[src/hdl/mse_pkg.sv]
// ----------------------------------------------------------------------------
// mse_pkg
// Shared types and constants for the MOV-subset executor: opcode patterns,
// decoded command word, result word and operation codes.
// ----------------------------------------------------------------------------
package mse_pkg;

    // Item kinds
    localparam logic [1:0] KIND_EXEC = 2'd0;
    localparam logic [1:0] KIND_LOAD = 2'd1;
    localparam logic [1:0] KIND_READ = 2'd2;

    // Opcode patterns
    localparam logic [5:0] OPC_MOV_RM      = 6'b100010;
    localparam logic [3:0] OPC_MOV_IMM_REG = 4'b1011;
    localparam logic [6:0] OPC_MOV_IMM_MEM = 7'b1100011;

    // ModRM mode field
    localparam logic [1:0] MOD_NONE   = 2'b00;
    localparam logic [1:0] MOD_DISP8  = 2'b01;
    localparam logic [1:0] MOD_DISP16 = 2'b10;
    localparam logic [1:0] MOD_REG    = 2'b11;

    // Instruction lengths
    localparam logic [2:0] LEN_2 = 3'd2;
    localparam logic [2:0] LEN_3 = 3'd3;
    localparam logic [2:0] LEN_4 = 3'd4;

    // Width of an effective address sum before wrapping
    localparam int EA_SUM_BITS = 18;

    // Command queue between decoder and execution unit
    localparam int QUEUE_DEPTH = 2;
    localparam int QPTR_BITS   = $clog2(QUEUE_DEPTH);

    typedef logic [3:0] op_t;

    localparam op_t OP_NOP      = 4'd0;
    localparam op_t OP_FAULT    = 4'd1;
    localparam op_t OP_MOVE_RR  = 4'd2;
    localparam op_t OP_MOVE_LD  = 4'd3;
    localparam op_t OP_MOVE_ST  = 4'd4;
    localparam op_t OP_IMM_REG  = 4'd5;
    localparam op_t OP_IMM_MEM  = 4'd6;
    localparam op_t OP_MEM_LOAD = 4'd7;
    localparam op_t OP_MEM_READ = 4'd8;

    // Decoded command word
    typedef struct packed {
        op_t         op;
        logic        w;
        logic [2:0]  src;
        logic [2:0]  dst;
        logic [2:0]  rm;
        logic [15:0] disp;
        logic        wrap16;
        logic [15:0] imm;
        logic [2:0]  len;
        logic [15:0] maddr;
        logic [7:0]  mbyte;
    } mse_cmd_t;

    // Result word
    typedef struct packed {
        logic [15:0] ax;
        logic [15:0] cx;
        logic [15:0] dx;
        logic [15:0] bx;
        logic [15:0] sp;
        logic [15:0] bp;
        logic [15:0] si;
        logic [15:0] di;
        logic [15:0] ip;
        logic        fault;
        logic [7:0]  rd;
    } mse_result_t;

endpackage

[src/hdl/mse_cmd_queue.sv]
// ----------------------------------------------------------------------------
// mse_cmd_queue
// Short command queue between the decoder and the execution unit, so that
// each side stalls on its own.
// ----------------------------------------------------------------------------
module mse_cmd_queue
    import mse_pkg::*;
(
    input  logic     clk,
    input  logic     rst_n,
    input  logic     push,
    input  mse_cmd_t cmd_in,
    input  logic     pop,
    output logic     full,
    output logic     empty,
    output mse_cmd_t head
);

    mse_cmd_t             entry_reg [QUEUE_DEPTH];
    logic [QPTR_BITS-1:0] wr_ptr_reg;
    logic [QPTR_BITS-1:0] wr_ptr_next;
    logic [QPTR_BITS-1:0] rd_ptr_reg;
    logic [QPTR_BITS-1:0] rd_ptr_next;
    logic [QPTR_BITS:0]   count_reg;
    logic [QPTR_BITS:0]   count_next;
    logic                 do_push;
    logic                 do_pop;

    assign full    = (count_reg == (QPTR_BITS+1)'(QUEUE_DEPTH));
    assign empty   = (count_reg == '0);
    assign do_push = push && !full;
    assign do_pop  = pop && !empty;
    assign head    = entry_reg[rd_ptr_reg];

    // Advance pointers and count
    always_comb
    begin
        wr_ptr_next = do_push ? wr_ptr_reg + 1'b1 : wr_ptr_reg;
        rd_ptr_next = do_pop  ? rd_ptr_reg + 1'b1 : rd_ptr_reg;
        count_next  = count_reg;
        if (do_push && !do_pop)
            count_next = count_reg + 1'b1;
        else if (do_pop && !do_push)
            count_next = count_reg - 1'b1;
    end

    always_ff @(posedge clk or negedge rst_n)
    begin
        if (!rst_n)
        begin
            wr_ptr_reg <= '0;
            rd_ptr_reg <= '0;
            count_reg  <= '0;
        end
        else
        begin
            wr_ptr_reg <= wr_ptr_next;
            rd_ptr_reg <= rd_ptr_next;
            count_reg  <= count_next;
        end
    end

    // Store pushed words
    always_ff @(posedge clk)
    begin
        if (do_push)
            entry_reg[wr_ptr_reg] <= cmd_in;
    end

endmodule

[config.mk]
export PLATFORM = sky130hd
export DESIGN_NAME = mse_cmd_queue
export DESIGN_NICKNAME = d
export VERILOG_FILES = /design/src/hdl/mse_pkg.sv /design/src/hdl/mse_cmd_queue.sv
export SDC_FILE = /design/constraint.sdc
export NUM_CORES = 1
export LEC_CHECK = 0
export ABC_AREA = 1
export CORE_AREA = 5 5 112 114
export DETAILED_ROUTE_END_ITERATION = 7
export DIE_AREA = 0 0 117 119
export DONT_BUFFER_PORTS = 1
export HOLD_SLACK_MARGIN = 0.05
export PLACE_DENSITY = 0.67
export RECOVER_POWER = 25
export SLEW_MARGIN = 20
export SYNTH_ARGS = -nofsm -noshare
export SYNTH_HDL_FRONTEND = slang
export SYNTH_SLANG_ARGS = --single-unit
[constraint.sdc]
create_clock -name clk -period 4.4 [get_ports clk]
set_input_delay 0.22 -clock clk [delete_from_list [all_inputs] [get_ports clk]]
set_output_delay 0.22 -clock clk [all_outputs]
set_load 0.01 [all_outputs]
After elaboration in Yosys (flattened, before gate mapping). Memories as Yosys holds them, arrays and structs flattened. Index checks and enable logic that the tools add are counted.

Register bits: 4. Latch bits: 0. Bits in writable memories: 148. ROM bits: 0. Input port bits: 78. Output and inout bits: 76. Logic and storage cells: 23. Memories kept: 1.

Memories: entry_reg (words 2, width 74, read ports 1, clocked after Yosys merged registers in 0, wr ports 1, line mse_cmd_queue.sv:19) `mse_cmd_t entry_reg [QUEUE_DEPTH];`.

$add $sub $neg: 4. $mul: 0. Divide/modulo/power cells: 0. $lt $le $gt $ge: 0. Eq/ne operators: 1. Shift operators: 0. Multiplexer cells: 4. Bitwise gates (word level): 0. Reduce and logical (&&, ||, !) cells: 10.

Operators by type and width (number): 1-bit logical AND (4); 1-bit logical NOT (4); 2-bit 2-to-1 mux (2); 1-bit adder (second input constant) (2); 2-bit by 1-bit adder with 2-bit output (second input constant) (1); 2-bit equality test (second input constant) (1); 2-bit logical NOT (1); 1-bit 2-to-1 mux (2); 2-bit nonzero test (1); 2-bit by 1-bit subtractor with 2-bit output (second input constant) (1).

Logic depth before layout (Yosys ltp).
Depth in word-level cells: 7. Mapped depth: 9. Mapped depth without buffers: 9.

Least setup slack after synthesis. Ideal clock, no wire load.

Kind: reg2reg. Start point: register count_reg[1]. End point: memory entry_reg[1][0] (netlist bit), enable pin. Library setup time: 0.507 ns. Arrival: 3.657 ns. Data required time: 3.893 ns. Slack: 0.237 ns. Stages on the path, launching flop included: 4. Path buffers: 0. Clock period less this slack: 4.163 ns. Path through: dfrtp_1 inv_1 o21ai_0 nor2_1.

Longest elaborated chain between the ends: 5.

RTL lines: start: declaration (line mse_cmd_queue.sv:24) `logic [QPTR_BITS:0] count_reg;`; start signal: assignment (line mse_cmd_queue.sv:59) `count_reg <= count_next;`; 2-bit equality test (line mse_cmd_queue.sv:29) `assign full = (count_reg == (QPTR_BITS+1)'(QUEUE_DEPTH));`; 1-bit logical NOT (line mse_cmd_queue.sv:31) `assign do_push = push && !full;`; 1-bit logical AND (line mse_cmd_queue.sv:31); 1-bit 2-to-1 mux (line mse_cmd_queue.sv:66) `if (do_push)`; 1-bit 2-to-1 mux (not written as such) (line mse_cmd_queue.sv:67) `entry_reg[wr_ptr_reg] <= cmd_in;`; end: declaration (line mse_cmd_queue.sv:19).

No other way between the ends.

Final worst setup path.
Start point: register count_reg[1]. End point: memory entry_reg[0][42] (netlist bit), enable pin.

Longest elaborated chain between the ends: 5.

RTL lines: 2-bit equality test (line mse_cmd_queue.sv:29); named net full (line mse_cmd_queue.sv:14) `output logic full,`; 1-bit logical NOT (line mse_cmd_queue.sv:31); 1-bit logical AND (line mse_cmd_queue.sv:31); named net do_push (line mse_cmd_queue.sv:26) `logic do_push;`; 1-bit 2-to-1 mux (line mse_cmd_queue.sv:66); 1-bit 2-to-1 mux (not written as such) (line mse_cmd_queue.sv:67).

The timed path passes the listed nets, and every way through them passes these cells.

==> results.sh <==
export IMPL_layout_nets=581
export IMPL_rsz0062_at_grt="no"
export IMPL_avgSynthCellArea_um2=13.4
export IMPL_cts_max_path_buffers=2
export IMPL_layout_drive_gt1_share=0.0718
export IMPL_grt_max_degree=76
export IMPL_ys_seq_area_frac=0.812
export IMPL_core_um2=11300
export IMPL_ys_flop_type="edfxtp_1"
export IMPL_tns_ns=0
export IMPL_synthTopCellsByCount="231 x nand2_1, 148 x edfxtp_1, 10 x buf_2, 7 x inv_1, 5 x buf_4"
export IMPL_synth_nets=497
export IMPL_grt_pass1_wl_um=17700
export IMPL_io_pins=154
export IMPL_die_area_um2=13900
export IMPL_cap_violations=0
export IMPL_synth_edf_count=148
export IMPL_place_hpwl_um=6520
export IMPL_io_buffers=0
export IMPL_clk_pin_slew_worst_paths_ns=0.06
export IMPL_die_h_um=119
export IMPL_clock_sinks=152
export IMPL_crit_path_end_kind="register"
export IMPL_syn_area_um2=5600
export IMPL_finalClockSkew_ns=0.00674
export IMPL_fillers=855
export IMPL_grt_pass1_vias=3548
export IMPL_slew_headroom=0.362
export IMPL_largest_register_ffs=148
export IMPL_cts_root_buf="clkbuf_16"
export IMPL_yosys_area_top_type_share=0.794
export IMPL_fin_cells=658
export IMPL_path_class="reg2reg"
export IMPL_h_tree_depth=4
export IMPL_first_iter_violations=161
export IMPL_setup_viol=0
export IMPL_cts_tree="built"
export IMPL_ir_drop_uv=371
export IMPL_drv_slew=0
export IMPL_die_w_um=117
export IMPL_wirelength_um=11500
export IMPL_yosysMostFrequentCell="nand2_1"
export IMPL_powerDensity_nw_per_um2=663
export IMPL_worst_slew_pin_slew_ns=0.955
export IMPL_grt_overflow_total=0
export IMPL_critPathLaunchType="register"
export IMPL_power_leakage_uw=0.00278
export IMPL_synth_seq_cells=152
export IMPL_worst_slack_ns=1.85
export IMPL_design_area_um2=7080
export IMPL_postPlaceCellArea_um2=5730
export IMPL_syn_inst=418
export IMPL_gp_congestion=0.683
export IMPL_antenna_found_initial=0
export IMPL_start_util=0.494
export IMPL_multi_input_area_um2=940
export IMPL_ys_async_sr_fraction=0.0263
export IMPL_rows=39
export IMPL_pre_cts_ws_ns=1.81
export IMPL_cp_required_ns=4.53
export IMPL_viasPerCell=5.04
export IMPL_cts_buffers=17
export IMPL_cts_resized=0
export IMPL_first_pass_iters=4
export IMPL_netlist_top_cells_area="edfxtp_1 79%, nand2_1 15%, dfrtp_1 1.8%"
export IMPL_insertion_delay_ns=0.40
export IMPL_layout_min_cycle_time_ns=2.55
export IMPL_yosysTopAreaCell="edfxtp_1"
export IMPL_post_route_period_util=0.579
export IMPL_regArea_um2=4550
export IMPL_drc=0
export IMPL_drtAntennaViolNets=0
export IMPL_syn_to_final_growth_pct=26.5
export IMPL_clock_fmax_mhz=393
export IMPL_crit_arrival_ns=2.67
export IMPL_min_path_type="in2async"
export IMPL_wl_per_cell_um=17.5
export IMPL_cts_setup_buffers=0
export IMPL_worst_path_max_fanout=52
export IMPL_place_inst=550
export IMPL_hold_viol_final=0
export IMPL_vias=3318
export IMPL_diodes=0
export IMPL_status="completed"
export IMPL_ys_types=15
export IMPL_yosysWarnings=0
export IMPL_grt_usage=0.169
## power by group
part           switching [uW]  internal [uW]  total (uW)  leakage, uW
sequential               83.8           1980        2060      0.00142
clock                     539            887        1430     0.000274
combinational             945            259        1200      0.00108
total                    1570           3130        4690      0.00278
## layout make-up
| cell class | count | area share |
|---|---|---|
| multi-input cells | 242 | 0.133 |
| flip-flops and latches | 152 | 0.642 |
| well taps | 143 | 0.0253 |
| repair buffers | 81 | 0.113 |
| inverters | 8 | 0.00442 |
| clock buffers | 19 | 0.0611 |
| clock inverters | 13 | 0.0219 |
## cell families (layout without fill, tap and decap cells)
kind of cell / Yosys count / count (layout) / share of synthesized area
AND/OR/NAND/NOR: 238 / 238 / 0.161
flip-flops: 152 / 152 / 0.812
buffers and inverters: 24 / 121 / 0.0217
AO/OA/AOI/OAI: 2 / 2 / 0.00179
adder cells (fa/ha/maj): 1 / 1 / 0.00223
XOR/XNOR: 1 / 1 / 0.00156
## critical path: stages (launching register included)
cell      delay, ns
dfrtp_1        0.40
inv_1          0.10
nor2_1         0.26
nor2_1         0.11
nand2_1        0.11
clkinv_2       0.74
buf_4          0.55
## metrics by stage
step | power, uW | hold slack [ns] | util
detailed placement | 3250 | -0.0754 | 0.506
finish | 4690 | 0.102 | 0.626
CTS | 4740 | 0.0867 | 0.626
floorplan | 2990 | -0.0756 | -
global route | 4990 | 0.0926 | 0.626
global placement | 3210 | -0.0754 | 0.506
## worst paths after layout
| check | startpoint | cells after the start | end | slack (ns) |
|---|---|---|---|---|
| max | count_reg[1] | 6 | entry_reg[0][42] | 1.85 |
| min | rst_n | 1 | count_reg[1] | 0.10 |
| max reg2reg | count_reg[1] | 6 | entry_reg[0][42] | 1.85 |
| min reg2reg | wr_ptr_reg | 2 | wr_ptr_reg | 0.49 |
| max in group asynchronous | rst_n | 1 | rd_ptr_reg | 4.09 |
| min in group clk | push | 4 | wr_ptr_reg | 0.10 |
## cells in the final DEF (no fill, tap or decap)
cell type / netlist / final
dfrtp_2: 0 / 1
nor2_1: 4 / 3
inv_1: 7 / 6
nand2_1: 231 / 231
xnor2_1: 1 / 1
nand3b_1: 1 / 1
clkbuf_1: 1 / 2
edfxtp_1: 148 / 148
ha_1: 1 / 1
clkinv_2: 0 / 3
o21ai_0: 2 / 2
nand3_1: 1 / 1
clkinvlp_4: 0 / 4
clkinv_4: 0 / 2
nor2_4: 0 / 1
buf_4: 5 / 5
nand4_1: 1 / 1
clkinv_1: 0 / 2
bufinv_16: 0 / 3
inv_2: 1 / 1
dlygate4sd3_1: 0 / 76
clkbuf_16: 0 / 17
dfrtp_1: 4 / 3
## routing by layer
layer	vias up	track usage	wire, um
li1	1578	-	-
met1	1574	0.182	4200
met2	144	0.289	5920
met3	22	0.0700	1170
met4	0	0.0724	249
met5	-	0	0
## repair_timing
action                                 in CTS  in global routing
setup endpoints to repair                   0                  0
endpoints found under the hold margin     153                  0
hold buffers                               76                  0
Note: power is estimated with default switching activity, not from simulation.
