$ cat src/hdl/mse_pkg.sv
// ----------------------------------------------------------------------------
// mse_pkg
// Shared types and constants for the MOV-subset executor: opcode patterns,
// decoded command word, result word and operation codes.
// ----------------------------------------------------------------------------
package mse_pkg;

    // Item kinds
    localparam logic [1:0] KIND_EXEC = 2'd0;
    localparam logic [1:0] KIND_LOAD = 2'd1;
    localparam logic [1:0] KIND_READ = 2'd2;

    // Opcode patterns
    localparam logic [5:0] OPC_MOV_RM      = 6'b100010;
    localparam logic [3:0] OPC_MOV_IMM_REG = 4'b1011;
    localparam logic [6:0] OPC_MOV_IMM_MEM = 7'b1100011;

    // ModRM mode field
    localparam logic [1:0] MOD_NONE   = 2'b00;
    localparam logic [1:0] MOD_DISP8  = 2'b01;
    localparam logic [1:0] MOD_DISP16 = 2'b10;
    localparam logic [1:0] MOD_REG    = 2'b11;

    // Instruction lengths
    localparam logic [2:0] LEN_2 = 3'd2;
    localparam logic [2:0] LEN_3 = 3'd3;
    localparam logic [2:0] LEN_4 = 3'd4;

    // Width of an effective address sum before wrapping
    localparam int EA_SUM_BITS = 18;

    // Command queue between decoder and execution unit
    localparam int QUEUE_DEPTH = 2;
    localparam int QPTR_BITS   = $clog2(QUEUE_DEPTH);

    typedef logic [3:0] op_t;

    localparam op_t OP_NOP      = 4'd0;
    localparam op_t OP_FAULT    = 4'd1;
    localparam op_t OP_MOVE_RR  = 4'd2;
    localparam op_t OP_MOVE_LD  = 4'd3;
    localparam op_t OP_MOVE_ST  = 4'd4;
    localparam op_t OP_IMM_REG  = 4'd5;
    localparam op_t OP_IMM_MEM  = 4'd6;
    localparam op_t OP_MEM_LOAD = 4'd7;
    localparam op_t OP_MEM_READ = 4'd8;

    // Decoded command word
    typedef struct packed {
        op_t         op;
        logic        w;
        logic [2:0]  src;
        logic [2:0]  dst;
        logic [2:0]  rm;
        logic [15:0] disp;
        logic        wrap16;
        logic [15:0] imm;
        logic [2:0]  len;
        logic [15:0] maddr;
        logic [7:0]  mbyte;
    } mse_cmd_t;

    // Result word
    typedef struct packed {
        logic [15:0] ax;
        logic [15:0] cx;
        logic [15:0] dx;
        logic [15:0] bx;
        logic [15:0] sp;
        logic [15:0] bp;
        logic [15:0] si;
        logic [15:0] di;
        logic [15:0] ip;
        logic        fault;
        logic [7:0]  rd;
    } mse_result_t;

endpackage

$ cat src/hdl/mse_decode.sv
// ----------------------------------------------------------------------------
// mse_decode
// Front end: classifies each incoming word into a command for the execution
// unit, resolving opcode form, operand direction, displacement and length.
// ----------------------------------------------------------------------------
module mse_decode
    import mse_pkg::*;
(
    input  logic [1:0] kind,
    input  logic [7:0] instr_byte0,
    input  logic [7:0] instr_byte1,
    input  logic [7:0] instr_byte2,
    input  logic [7:0] instr_byte3,
    input  logic [15:0] mem_address,
    input  logic [7:0] mem_byte_in,
    output mse_cmd_t   cmd
);

    logic [1:0] mode;
    logic [2:0] rg;
    logic [2:0] rm;
    logic [15:0] w16;

    assign mode = instr_byte1[7:6];
    assign rg   = instr_byte1[5:3];
    assign rm   = instr_byte1[2:0];
    assign w16  = {instr_byte3, instr_byte2};

    // Classify the word
    always_comb
    begin
        cmd        = '0;
        cmd.op     = OP_NOP;
        cmd.rm     = rm;
        cmd.maddr  = mem_address;
        cmd.mbyte  = mem_byte_in;
        unique case (kind)
            KIND_EXEC:
            begin
                priority if (instr_byte0[7:2] == OPC_MOV_RM)
                begin
                    cmd.w      = instr_byte0[0];
                    cmd.wrap16 = (mode == MOD_DISP8);
                    unique case (mode)
                        MOD_DISP8:
                        begin
                            cmd.disp = {{8{instr_byte2[7]}}, instr_byte2};
                            cmd.len  = LEN_3;
                        end
                        MOD_DISP16:
                        begin
                            cmd.disp = w16;
                            cmd.len  = LEN_4;
                        end
                        default:
                        begin
                            cmd.disp = '0;
                            cmd.len  = LEN_2;
                        end
                    endcase
                    if (mode == MOD_REG)
                    begin
                        cmd.op  = OP_MOVE_RR;
                        cmd.src = instr_byte0[1] ? rm : rg;
                        cmd.dst = instr_byte0[1] ? rg : rm;
                    end
                    else if (instr_byte0[1])
                    begin
                        cmd.op  = OP_MOVE_LD;
                        cmd.dst = rg;
                    end
                    else
                    begin
                        cmd.op  = OP_MOVE_ST;
                        cmd.src = rg;
                    end
                end
                else if (instr_byte0[7:4] == OPC_MOV_IMM_REG)
                begin
                    cmd.op  = OP_IMM_REG;
                    cmd.w   = instr_byte0[3];
                    cmd.dst = instr_byte0[2:0];
                    cmd.imm = instr_byte0[3] ? {instr_byte2, instr_byte1}
                                             : {8'h00, instr_byte1};
                    cmd.len = instr_byte0[3] ? LEN_3 : LEN_2;
                end
                else if (instr_byte0[7:1] == OPC_MOV_IMM_MEM)
                begin
                    cmd.w   = instr_byte0[0];
                    cmd.imm = instr_byte0[0] ? w16 : {8'h00, instr_byte2};
                    cmd.len = instr_byte0[0] ? LEN_4 : LEN_3;
                    cmd.op  = (mode == MOD_NONE) ? OP_IMM_MEM : OP_FAULT;
                end
                else
                begin
                    cmd.op = OP_FAULT;
                end
            end
            KIND_LOAD: cmd.op = OP_MEM_LOAD;
            KIND_READ: cmd.op = OP_MEM_READ;
            default:   cmd.op = OP_NOP;
        endcase
    end

endmodule

$ cat config.mk
export PLATFORM = sky130hd
export DESIGN_NAME = mse_decode
export DESIGN_NICKNAME = d
export VERILOG_FILES = /design/src/hdl/mse_pkg.sv /design/src/hdl/mse_decode.sv
export SDC_FILE = /design/constraint.sdc
export NUM_CORES = 1
export LEC_CHECK = 0
export BUFFER_PORTS_ARGS = -buffer_cell sky130_fd_sc_hd__buf_4
export CORE_UTILIZATION = 35
export DETAILED_ROUTE_END_ITERATION = 6
export PLACE_DENSITY = 0.85
export SLEW_MARGIN = 25
export SYNTH_ARGS = -nofsm -noshare
export SYNTH_HDL_FRONTEND = slang
export SYNTH_SLANG_ARGS = --single-unit
$ cat constraint.sdc
create_clock -name vclk -period 1.8
set_clock_uncertainty 0.2 [all_clocks]
set_input_delay 0.09 -clock vclk [all_inputs]
set_output_delay 0.09 -clock vclk [all_outputs]
set_load 0.02 [all_outputs]
## Word level (Yosys, flattened, before mapping)

Index checks and enable logic that the tools add are counted.

- Equality and inequality tests: 8
- Muxes and demuxes: 29
- Reduce and logical (&&, ||, !) cells: 2

Operators with widths:

| cell | count |
|---|---|
| $mux W16 | 3 |
| $mux W3 | 13 |
| $mux W19 | 2 |
| $mux W36 | 1 |
| $pmux W16 S2 | 1 |
| $mux W17 | 1 |
| $pmux W4 S3 | 1 |
| $mux W5 | 2 |
| $eq A7 B7 Y1 const B | 1 |
| $mux W7 | 1 |
| $eq A2 B2 Y1 const B | 3 |
| $eq A6 B6 Y1 const B | 1 |
| $mux W6 | 1 |
| $pmux W3 S2 | 1 |
| $eq A2 B1 Y1 const B | 2 |
| $eq A4 B4 Y1 const B | 1 |
| $logic_not A2 Y1 | 2 |
| $mux W1 | 2 |

- Input bits: 58
- Flip-flop bits (word level): 0
- Output and inout bits: 74
- Word-level logic and storage cells: 39

## Depth between registers and ports, before layout

Gate-level depths: netlist of the first run.

- Word-level depth: 6
- Mapped depth: 5

## Worst setup path after synthesis of the first run

OpenSTA, ideal clock, no wires.

- Path kind: input to output
- Start: input port instr_byte0[2]
- End: output port cmd[64] (netlist bit)
- Stages on the path: 4
- Data arrival time: 1.617 ns
- Required time: 1.510 ns
- Path slack: -0.107 ns
- Cells stage by stage: or4b_1 clkbuf_2 or4_1 a31oi_1

RTL lines:

| what | line | RTL |
|---|---|---|
| start, declared | mse_decode.sv:10 | `input logic [7:0] instr_byte0,` |
| end, declared | mse_decode.sv:16 | `output mse_cmd_t cmd` |

==> impl_metrics.tcl, run 1 <==
set metrics [dict create \
    status "complete, but fails checks" \
    violations "DRC, setup timing" \
    yosysTopAreaCell "buf_4" \
    max_slew.worst_pin.slew_ns 0.386 \
    maxCapViolCount 0 \
    p_leak_uw 0.000843 \
    syn-mean-instance-area_um2 6.01 \
    io_buffers 84 \
    area_delta_synth_final_pct 82.2 \
    utilization_pct 69.5 \
    drive_above_1_share_pct 43.7 \
    crit_arrival_ns 1.56 \
    end_kind "primary output" \
    synthMuxAreaShare_pct 0 \
    relSlewSlack_pct 74.2 \
    min_period_over_period_pct 103 \
    grt_max_degree 18 \
    wl_per_cell_um 15.6 \
    die_y_um 57.8 \
    hpwl_um 3270 \
    gp_congestion 0.883 \
    hold_viol 0 \
    n_clock_buffer 0 \
    seqCellArea_um2 0 \
    finalSetupViolCount 3 \
    synthCells 181 \
    startpoint_type "primary input" \
    yosysSeqAreaShare_pct 0 \
    setup_tns_ns -0.104 \
    fmax_mhz 541 \
    seq_cells 0 \
    synth_cell_types 31 \
    ant_nets 0 \
    final_area_um2 1980 \
    synth_top_family_by_area "simple AND/OR/NAND/NOR gates" \
    ir_drop_mv 0.0797 \
    cp.required_ns 1.51 \
    rows 19 \
    synth_simple_gate_area_share_pct 44.1 \
    dieArea_um2 3340 \
    overflow 0 \
    synth_top_cell_area_share_pct 18.6 \
    die_x_um 57.8 \
    grt_pass1_vias 1445 \
    critical_path_class "primary input to primary output" \
    post_dp_cell_area_um2 1670 \
    synth_area_um2 1090 \
    detail_route.iter0.violations 106 \
    holdWs_ns 0.222 \
    synth_compound_area_share_pct 24.4 \
    diodes 0 \
    core_um2 2850 \
    first_pass_iters 7 \
    maxSlewViolCount 0 \
    pwr_density_cell_nw_per_um2 173 \
    antenna_found_initial 0 \
    initial_core_util_pct 38.2 \
    min_period_ns 1.85 \
    crit_fanout 4 \
    nets 333 \
    totalWireLength_um 4650 \
    min_path_type "primary input to primary output" \
    synth_xor_area_share_pct 0 \
    yosys_warnings 0 \
    fillers 249 \
    syn-num-nets 244 \
    vias 1725 \
    multi_input_area_um2 868 \
    num_io_pins 132 \
    synthTopCellsByArea "buf_4, a21oi_1, nand3_1" \
    rsz0062_at_grt "true" \
    synth-adder-area-share_pct 5.75 \
    vias_per_cell 5.77 \
    grt_pass1_wl_um 6760 \
    drc_errors 4 \
    track_usage_pct 24.5 \
    setup_ws_ns -0.0489 \
]
==> per-layer routing <==
metal	part of all wire, %	vias up	global-route usage (%)
met3	7.6	10	2.01
met2	51	109	44.5
met5	0	-	0
met1	40	799	32.7
met4	1.5	0	2.38
li1	-	807	-
==> layout by cell type, fill, tap and decap left out, types with 2 or more instances in the layout <==
cell type	synthesis	layout
a21oi_1	23	23
buf_4	27	100
nand3b_1	3	3
a211o_1	2	2
nor3b_2	0	2
nand2b_1	4	4
a31oi_1	4	2
nand4_1	10	10
nor3b_1	9	7
a311oi_1	2	2
dlygate4sd3_1	0	24
nor2b_1	3	3
nor2_1	13	13
ha_1	5	5
or3_1	2	2
nand3_1	17	17
nand2_1	18	18
inv_1	4	4
a32oi_1	8	8
buf_6	0	4
==> final timing paths <==
check,start,end,slack (ns),cells past startpoint
max,instr_byte0[5],cmd[71],-0.05,6
min,instr_byte1[1],cmd[61],0.22,2
==> power breakdown <==
group          switching (µW)  internal [µW]  leakage, µW
sequential                  0              0            0
combinational             185            159     0.000843
clock                       0              0            0
total                     185            159     0.000843
==> cell usage after synthesis (all sizes together) (3+ instances only) <==
cell / number
inv: 4
ha: 5
buf: 30
nand2: 18
nand2b: 4
clkbuf: 13
nor2b: 3
nor3b: 9
nand3b: 3
a21oi: 23
a31oi: 4
nand4: 10
nor2: 13
nand3: 17
a32oi: 8
==> per-stage QoR <==
stage	std cells	setup WS, ns	power (µW)
after floorplan	181	-0.0818	181
after CTS	299	-0.0427	335
after global routing	299	-0.0863	367
final	299	-0.0489	344
after detailed placement	273	-0.187	245
after global placement	273	-0.169	242
==> what timing repair did <==
item / 4_1_cts / 5_1_grt
resized for setup: 8 / 5
buffers inserted: 1 / 0
hold buffers: 24 / 0
endpoints found under the setup margin: 20 / 9
pin swaps: 6 / 0
cloned: 1 / 0
hold endpoints to repair: 24 / 0
==> cell type report <==
class              instances  area share (%)
repair buffers           130            53.5
inverters                  4           0.757
well taps                 31            1.96
multi-input cells        134            43.8
==> cells by family after synthesis <==
kind of cell             Yosys count
buffers and inverters             47
AND/OR/NAND/NOR                   87
AO/OA/AOI/OAI                     42
adder cells (fa/ha/maj)            5
==> worst max-delay path, cell delays in order <==
cell	delay [ns]
buf_6	0.09
or4b_4	0.57
buf_6	0.14
or3_1	0.37
a31oi_2	0.13
buf_4	0.16
(Power assumes the default switching activity.)
==> run 2: changes to the inputs <==
PLACE_DENSITY = 0.9   (was 0.85)
clock period = 1.93 ns   (was 1.8 ns; I/O delays follow)
==> run 2 against run 1 <==
Against the previous run:
- the run ends with DRC left
- worst setup slack better by 0.063 ns
- non-clock buffer count down 5
- combinational power down 13%
- final area down 5.7%
- die area unchanged
- critical path depth down 1
- final cell count down 1.7%
- global-route usage down 1.1 points
- total power down 13%
==> impl_metrics.tcl, run 2 (synthesis gave the netlist of run 1 again) <==
set metrics [dict create \
    status "complete, but fails checks" \
    violations "DRC" \
    min_period_over_period_pct 99.3 \
    maxCapViolCount 0 \
    use_met3_pct 1.79 \
    critical_path_class "primary input to primary output" \
    diodes 0 \
    total_power_uw 300 \
    rows 19 \
    detail_route.iter0.violations 97 \
    min_path_type "primary input to primary output" \
    p_sw_uw 162 \
    p_seq_share_pct 0 \
    hpwl_um 3260 \
    internal-power_uw 137 \
    vias 1645 \
    crit_arrival_ns 1.62 \
    dieArea_um2 3340 \
    num_io_pins 132 \
    grt_use_met1_pct 29.1 \
    core_um2 2850 \
    totalWireLength_um 4350 \
    area_delta_synth_final_pct 71.7 \
    relSlewSlack_pct 68.5 \
    drc_errors 6 \
    comb_power_share_pct 100.0 \
    sw_frac_of_total_pct 54.1 \
    maxSlewViolCount 0 \
    vias_per_cell 5.60 \
    fmax_mhz 522 \
    antenna_found_initial 0 \
    grt_pass1_vias 1443 \
    rsz0062_at_grt "false" \
    crit_fanout 4 \
    die_y_um 57.8 \
    holdWs_ns 0.231 \
    end_kind "primary output" \
    track_usage_pct 23.4 \
    n_clock_buffer 0 \
    finalSetupViolCount 0 \
    die_x_um 57.8 \
    clkPwrFrac_pct 0 \
    whs_path_depth 2 \
    first_pass_iters 7 \
    startpoint_type "primary input" \
    wl_per_cell_um 14.8 \
    min_period_ns 1.92 \
    grt_pass1_wl_um 6400 \
    final_common_cell "buf_4" \
    drive_above_1_share_pct 40.3 \
    layout_common_cells "buf_4, dlygate4sd3_1, a21oi_1, nand2_1, nand3_1" \
    fillers 250 \
    utilization_pct 65.5 \
    initial_core_util_pct 38.2 \
    grt_max_degree 18 \
    grt.busiest_layer "met2" \
    post-cts-setup-buffers 0 \
    max_slew.worst_pin.slew_ns 0.471 \
    pwr_density_cell_nw_per_um2 160 \
    met2_usage_pct 44.5 \
    ir_drop_mv 0.0890 \
    hold_viol 0 \
    io_buffers 84 \
    cp.required_ns 1.63 \
    seqCellArea_um2 0 \
    p_leak_uw 0.000803 \
    overflow 0 \
    seq_cells 0 \
    ant_nets 0 \
    nets 328 \
    gp_congestion 0.925 \
]
run 2: cell count changes in the layout (fill, tap and decap cells not counted), sizes merged:
| cell | change |
|---|---|
| buf | -5 |
run 2: final timing paths:
check / from / end / slack (ns)
max: instr_byte0[2] / cmd[64] / 0.01
min: instr_byte1[0] / cmd[60] / 0.23
run 2: power by group through the flow:
stage	Clock [µW]	Sequential, µW	Combinational [µW]
final	0	0	300
after global routing	0	0	319
after CTS	0	0	297
after detailed placement	0	0	220
after global placement	0	0	217
after floorplan	0	0	168
run 2: repair_timing:
action / 4_1_cts / 5_1_grt
setup endpoints to repair: 1 / 1
gates resized for setup: 1 / 0
pin swaps: 0 / 1
hold buffers: 24 / 0
gates cloned: 0 / 0
endpoints found under the hold margin: 24 / 0
run 2: cell type report:
type	instances	area, µm²	share of cell area, %
repair buffers	125	998	53.4
multi-input cells	134	817	43.7
well taps	31	38.8	2.07
inverters	4	15.0	0.803
run 2: critical path, stage by stage:
cell	delay (ns)
buf_4	0.11
or4b_4	0.55
or4_1	0.48
a31oi_1	0.19
buf_4	0.18
run 2: stage by stage:
stage	cell area, µm²	instances	setup slack (ns)	setup TNS, ns
5_1_grt	1870	294	0.0267	0
3_5_place_dp	1630	270	-0.000364	-0.000364
2_1_floorplan	1090	181	0.0100	0
6_report	1870	294	0.0140	0
3_3_place_gp	1630	270	-0.00152	-0.00152
4_1_cts	1870	294	0.0341	0
run 2: per-layer routing:
layer | up-vias | share of wire (%)
li1 | 800 | -
met1 | 733 | 39
met2 | 106 | 52
met3 | 6 | 7.4
met4 | 0 | 1.3
met5 | - | 0
